File: config.mk
export PLATFORM = sky130hd
export DESIGN_NAME = mi3_merge
export DESIGN_NICKNAME = d
export VERILOG_FILES = /design/src/mi3_pkg.sv /design/src/mi3_merge.sv
export SDC_FILE = /design/constraint.sdc
export NUM_CORES = 1
export LEC_CHECK = 0
export BUFFER_PORTS_ARGS = -buffer_cell sky130_fd_sc_hd__buf_2
export CAP_MARGIN = 20
export CORE_AREA = 2 2 385 387
export CTS_BUF_LIST = sky130_fd_sc_hd__clkbuf_16
export DETAILED_ROUTE_END_ITERATION = 6
export DIE_AREA = 0 0 387 389
export GPL_TIMING_DRIVEN = 0
export SYNTH_ARGS = -nofsm -noshare
export SYNTH_HDL_FRONTEND = slang
export SYNTH_SLANG_ARGS = --single-unit
File: constraint.sdc
create_clock -name clk -period 2 [get_ports clk]
set_clock_uncertainty 0.2 [all_clocks]
set_input_delay 0.1 -clock clk [delete_from_list [all_inputs] [get_ports clk]]
set_output_delay 0.1 -clock clk [all_outputs]
set_load 0.01 [all_outputs]
File: src/mi3_pkg.sv
// ----------------------------------------------------------------------------
// mi3_pkg
// Types and fixed widths shared by the 3x3 matrix inverse datapath.
// ----------------------------------------------------------------------------
package mi3_pkg;

  localparam int ELEM_W = 32;   // matrix element
  localparam int PROD_W = 64;   // element product
  localparam int COF_W  = 65;   // exact cofactor, signed
  localparam int MAG_W  = 64;   // cofactor magnitude
  localparam int TERM_W = 96;   // element times cofactor magnitude
  localparam int DET_W  = 97;   // exact determinant
  localparam int DETV_W = 64;   // rounded determinant field
  localparam int QBITS  = 33;   // quotient bits resolved by the divider

  // Cycles from the input transfer to the merge stage inputs.
  localparam int PIPE_LAT   = 9 + QBITS;
  localparam int RESULT_LAT = PIPE_LAT + 1;

  localparam logic [1:0] KIND_ADJ  = 2'd0;
  localparam logic [1:0] KIND_INV  = 2'd1;
  localparam logic [1:0] KIND_TINV = 2'd2;

  typedef logic signed [ELEM_W-1:0] elem_t;

  typedef struct packed {
    logic [1:0] kind;
    elem_t      m_xx;
    elem_t      m_xy;
    elem_t      m_xz;
    elem_t      m_yx;
    elem_t      m_yy;
    elem_t      m_yz;
    elem_t      m_zx;
    elem_t      m_zy;
    elem_t      m_zz;
  } in_t;

  typedef struct packed {
    elem_t                    out_xx;
    elem_t                    out_xy;
    elem_t                    out_xz;
    elem_t                    out_yx;
    elem_t                    out_yy;
    elem_t                    out_yz;
    elem_t                    out_zx;
    elem_t                    out_zy;
    elem_t                    out_zz;
    logic signed [DETV_W-1:0] det_value;
    logic                     singular;
  } out_t;

  typedef struct packed {
    logic [MAG_W-1:0] mag;
    logic             neg;
  } cof_t;

  typedef struct packed {
    logic [DET_W-1:0] mag;
    logic             neg;
  } det_info_t;

endpackage

File: src/mi3_merge.sv
// ----------------------------------------------------------------------------
// mi3_merge
// Picks adjugate, inverse or transposed inverse from the lanes, applies the
// singular case and registers the result.
// ----------------------------------------------------------------------------
module mi3_merge (
  input  logic                            clk,
  input  logic                            rst,
  input  logic                            valid,
  input  logic [1:0]                      kind,
  input  mi3_pkg::elem_t                  adj_val [9],
  input  mi3_pkg::elem_t                  inv_val [9],
  input  logic signed [mi3_pkg::DETV_W-1:0] det_value,
  input  logic                            det_zero,
  output logic                            done,
  output mi3_pkg::out_t                   result
);
  import mi3_pkg::*;

  logic  inv;
  logic  sing;
  elem_t sel [9];

  always_comb begin
    inv  = (kind == KIND_INV) || (kind == KIND_TINV);
    sing = inv && det_zero;
    for (int i = 0; i < 3; i++) begin
      for (int j = 0; j < 3; j++) begin
        if (sing) begin
          sel[i*3+j] = '0;
        end else if (!inv) begin
          sel[i*3+j] = adj_val[i*3+j];
        end else if (kind == KIND_TINV) begin
          sel[i*3+j] = inv_val[j*3+i];
        end else begin
          sel[i*3+j] = inv_val[i*3+j];
        end
      end
    end
  end

  always_ff @(posedge clk) begin
    if (rst) begin
      done <= 1'b0;
    end else begin
      done <= valid;
    end
  end

  always_ff @(posedge clk) begin
    result.out_xx    <= sel[0];
    result.out_xy    <= sel[1];
    result.out_xz    <= sel[2];
    result.out_yx    <= sel[3];
    result.out_yy    <= sel[4];
    result.out_yz    <= sel[5];
    result.out_zx    <= sel[6];
    result.out_zy    <= sel[7];
    result.out_zz    <= sel[8];
    result.det_value <= sing ? '0 : det_value;
    result.singular  <= sing;
  end

endmodule

; Word-level counts from Yosys, hierarchy flattened
; Cells that the tools add are included.
[classes]
n_reduce_logical = 2
n_mux = 15
n_eq_ne = 2
[op_table]
columns = cell, n
row1 = two-way mux 32 bit, 15
row2 = "== test 2 x 1 -> 1 bit, second input constant", 1
row3 = "== test 2 bit, second input constant", 1
row4 = logical AND 1 bit, 1
row5 = logical OR 1 bit, 1
[word_totals]
wordCells = 31
reg_bits = 354
input_bits = 646
out_inout_bits = 354

; Depth between registers and ports, before layout
[logic_depth]
depth_word = 3
depth_mapped = 7
ltp_nobuf = 4

; Worst setup path before layout
; Ideal clock, no wire load.
[synth_path]
kind = input -> register
start = input kind[0]
end = register result[109] in the netlist's numbering
setup_time_ns = 0.067
cell_stages = 6
t_required_ns = 1.733
arrival_time_ns = 1.150
setup_slack_ns = 0.582
path_buffers = 2
path_cell_list = inv_1 > ha_1 > or2_4 > buf_6 > buf_6 > o21ai_2
[synth_between]
elab_chain_len = 3
elab_cells_between_ends = 6
classes_between = eq/ne (2) / mux (2) / reduce/logical (2)
[synth_lines]
columns = element, line_no
row1 = "start, declared", mi3_merge.sv:10  ; input logic [1:0] kind,
row2 = == test 2 bit or == test 2 x 1 -> 1 bit (tied branches), --
row3 = two-way mux 32 bit or logical OR 1 bit (tied branches), "mi3_merge.sv:33, mi3_merge.sv:25"
row4 = two-way mux 32 bit or logical AND 1 bit (tied branches), "mi3_merge.sv:31, mi3_merge.sv:26"
row5 = "end, declared", mi3_merge.sv:16  ; output mi3_pkg::out_t result
; Parallel ways exist; a longest one is shown, timed or not.
; A chain may end at the register's enable or synchronous reset.

; Worst setup path after layout
[layout_path]
start = input det_zero
end = register result[218] in the netlist's numbering
[layout_between]
elab_chain_len = 1
[layout_lines]
columns = element, line_no
row1 = "start, declared", mi3_merge.sv:14  ; input logic det_zero,
row2 = logical AND 1 bit, mi3_merge.sv:26  ; sing = inv && det_zero;
; Every way passes these cells.

==> results.toml <==
[hold_path]
hp-class = "input port to flop"

[synthesis]
avgSynthCellArea_um2 = 9.80
synthXorXnorAreaFrac_pct = 0
synth_top_family_by_area = "simple AND/OR/NAND/NOR gates"
synth_area_leader_cell = "dfxtp_1"
syn-num-nets = 2034
synth_seq_cells = 354
yosys_warnings = 0
yosysTopAreaCellShare_pct = 52.2
synth_compound_area_share_pct = 12.9
synthAdderAreaFrac_pct = 0.184
synthMuxAreaShare_pct = 14.1
ys_seq_area_share_pct = 52.2
netlist_top_cells_area = "dfxtp_1 52%, mux2i_1 14%, nand2_1 7.9%"
synth_area_um2 = 13600
ys_types = 20
synth_simple_gate_area_share_pct = 15.3
synth_cells = 1386

[power]
seq_power_share_pct = 33.7
comb_power_share_pct = 28.3
fin_total_pwr_w = 0.0238
power_density_nw_per_um2 = 768
leakage_nw = 14.1
internal_power_w = 0.0157
swShare_pct = 33.9
p_clk_share_pct = 38.0
p_sw_w = 0.00807
ir_drop_mv = 0.662

[clock_tree]
clockBufferDepth = 3
path_clk_slew_ps = 60
numCtsBuffers = 48
clock-sinks = 354
clockRootBuffer = "clkbuf_16"
cts_setup_buffers = 0
cts_tree = "done"
htreeDepth = 2

[detailed_routing]
avgViaCountPerCell = 3.72
dr_total_vias = 19573
wl_per_cell_um = 26.7
dr.pass1.iters = 6
drtIter0Drc = 1468
drc = 0
finalWirelength_um = 140000
detail-route-antenna-nets = 0

[sta]
final.setup.tns_ps = -34.1
fin_crit_ps = 2030
timing.final.crit_share_pct = 102
hold_ws_ps = 52.7
fin_ws_ps = -34.1
rsz0062_at_grt = "true"
max_clock_freq_ghz = 0.492
slew_headroom_pct = 36.8
hold_viol = 0
finalSetupViolCount = 1
slew_viol_final = 0
tightest_slew_ps = 948

[die]
fp.coreArea_um2 = 147000
row_count = 141
ioPinCount = 1000
dieArea_um2 = 151000
start_util_pct = 9.27
die_x_um = 387
die_h_um = 389

[global_routing]
grt_usage_pct = 17.8
antenna_found_initial = 70
grt_start_max_net_pins = 14
grt_pass1_vias = 20321
grt_remaining_overflow = 0
grt_pass1_wl_um = 180000

[worst_setup_path]
crit_type = "input port to flop"
crit_family = "buffers and inverters"
crit_chain = "buf_2, buf_2, clkbuf_1, o21ai_0"
start_kind = "input port"
end_kind = "flop"
cp_max_fo = 10
crit_top_cell = "buf_2"
slowest_stage = "clkbuf_1"
critPathMaxStageDelay_ps = 750
path_buf_inv = 3
cp.arrival_ps = 2180
required_ps = 2140

[cells_and_area]
fin_util_pct = 21.1
fillCellCount = 15787
finalNetCount = 3910
final_layout_size_suffix_gt1_share_pct = 37.8
area_growth_pct = 128
multi_input_area_um2 = 5780
seqCellArea_um2 = 7090

[job]
maxCapViolCount = 0

[place]
dp_hpwl_um = 111000
globalplace.congestion = 0.990
port_buffers = 999
pre_cts_slack_ps = -1110

[outcome]
status = "finished with violations"
violations = "negative setup slack"
-- path summary, 6_finish.rpt --
check	from	endpoint	slack, ps	cells past startpoint
max	det_zero	result[218]	-30	4
min	adj_val[114]	result[179]	50	4
-- cells in the mapped netlist (all sizes together) --
master	n
a22o	3
and2	64
buf	75
clkbuf	27
dfxtp	354
ha	2
inv	2
mux2i	192
nand2	285
nand2b	94
nor2	1
nor2b	1
o21ai	285
or2	1
-- final cells by class --
class | instances | area share (%)
well taps | 1930 | 7.79
multi-input cells | 928 | 18.6
flip-flops and latches | 354 | 22.9
clock inverters | 34 | 1.12
clock buffers | 49 | 3.96
plain buffers | 102 | 2.43
repair buffers | 1826 | 42.9
inverters | 2 | 0.0242
diodes | 38 | 0.307
-- layer usage --
metal	vias to the layer above	wire (µm)	global-route usage, %
li1	8426	-	-
met1	9211	55500	20.9
met2	1495	59900	27.5
met3	425	13500	5.75
met4	16	11400	12.0
met5	-	110	0
-- flip-flops by register name, summed over array words and instances (netlist names) --
name	flops
result	353
done	1
-- power groups by stage --
stage	clock (W)	combinational, W	sequential, W
finish	0.00903	0.00673	0.00803
global route	0.00957	0.00702	0.00808
CTS	0.00938	0.00664	0.00802
detailed placement	0	0.00515	0.00816
global placement	0	0.00514	0.00814
floorplan	0	0.00141	0.00857
-- cells by family after synthesis --
logic type               count (synthesis)
adder cells (fa/ha/maj)                  2
multiplexers                           192
flip-flops                             354
AND/OR/NAND/NOR                        446
buffers and inverters                  104
AO/OA/AOI/OAI                          288
-- per-stage QoR --
stage	instance area [µm²]	instances
after detailed placement	21000	4316
after floorplan	13600	1386
final	31000	5263
after global routing	30900	5242
after CTS	30900	5225
after global placement	21000	4315
-- worst min-delay path, cell delays in order --
cell,delay (ps)
dlygate4sd3_1,540
buf_2,110
nand2_1,50
o21ai_2,40
-- cells in the final DEF (no fill, tap or decap) --
| cell | count |
|---|---|
| inv_6 | 6 |
| a22o_1 | 3 |
| inv_16 | 2 |
| clkinv_2 | 5 |
| nand2_1 | 285 |
| o21ai_1 | 112 |
| mux2i_1 | 192 |
| dfxtp_1 | 354 |
| buf_4 | 15 |
| clkinv_1 | 4 |
| and2_1 | 64 |
| o21ai_2 | 80 |
| clkinv_4 | 4 |
| clkbuf_16 | 49 |
| dlygate4sd3_1 | 826 |
| o21ai_0 | 93 |
| clkbuf_4 | 5 |
| buf_6 | 32 |
| nand2b_1 | 94 |
| buf_8 | 2 |
| inv_8 | 1 |
| ha_2 | 1 |
| clkbuf_2 | 11 |
| clkinvlp_4 | 5 |
| inv_1 | 5 |
| bufinv_16 | 4 |
| nor2b_1 | 1 |
| or2_4 | 1 |
| ha_1 | 1 |
| diode_2 | 38 |
| nor2_1 | 1 |
| buf_2 | 1022 |
| clkbuf_1 | 15 |
-- repair_timing --
| item | CTS | global route |
|---|---|---|
| resized for setup | 8 | 18 |
| hold endpoints to repair | 353 | 0 |
| pin swaps | 0 | 0 |
| endpoints found under the setup margin | 36 | 47 |
| hold buffers | 826 | 0 |
| cloned | 0 | 0 |
No activity file was read; power rests on OpenSTA's default activity.
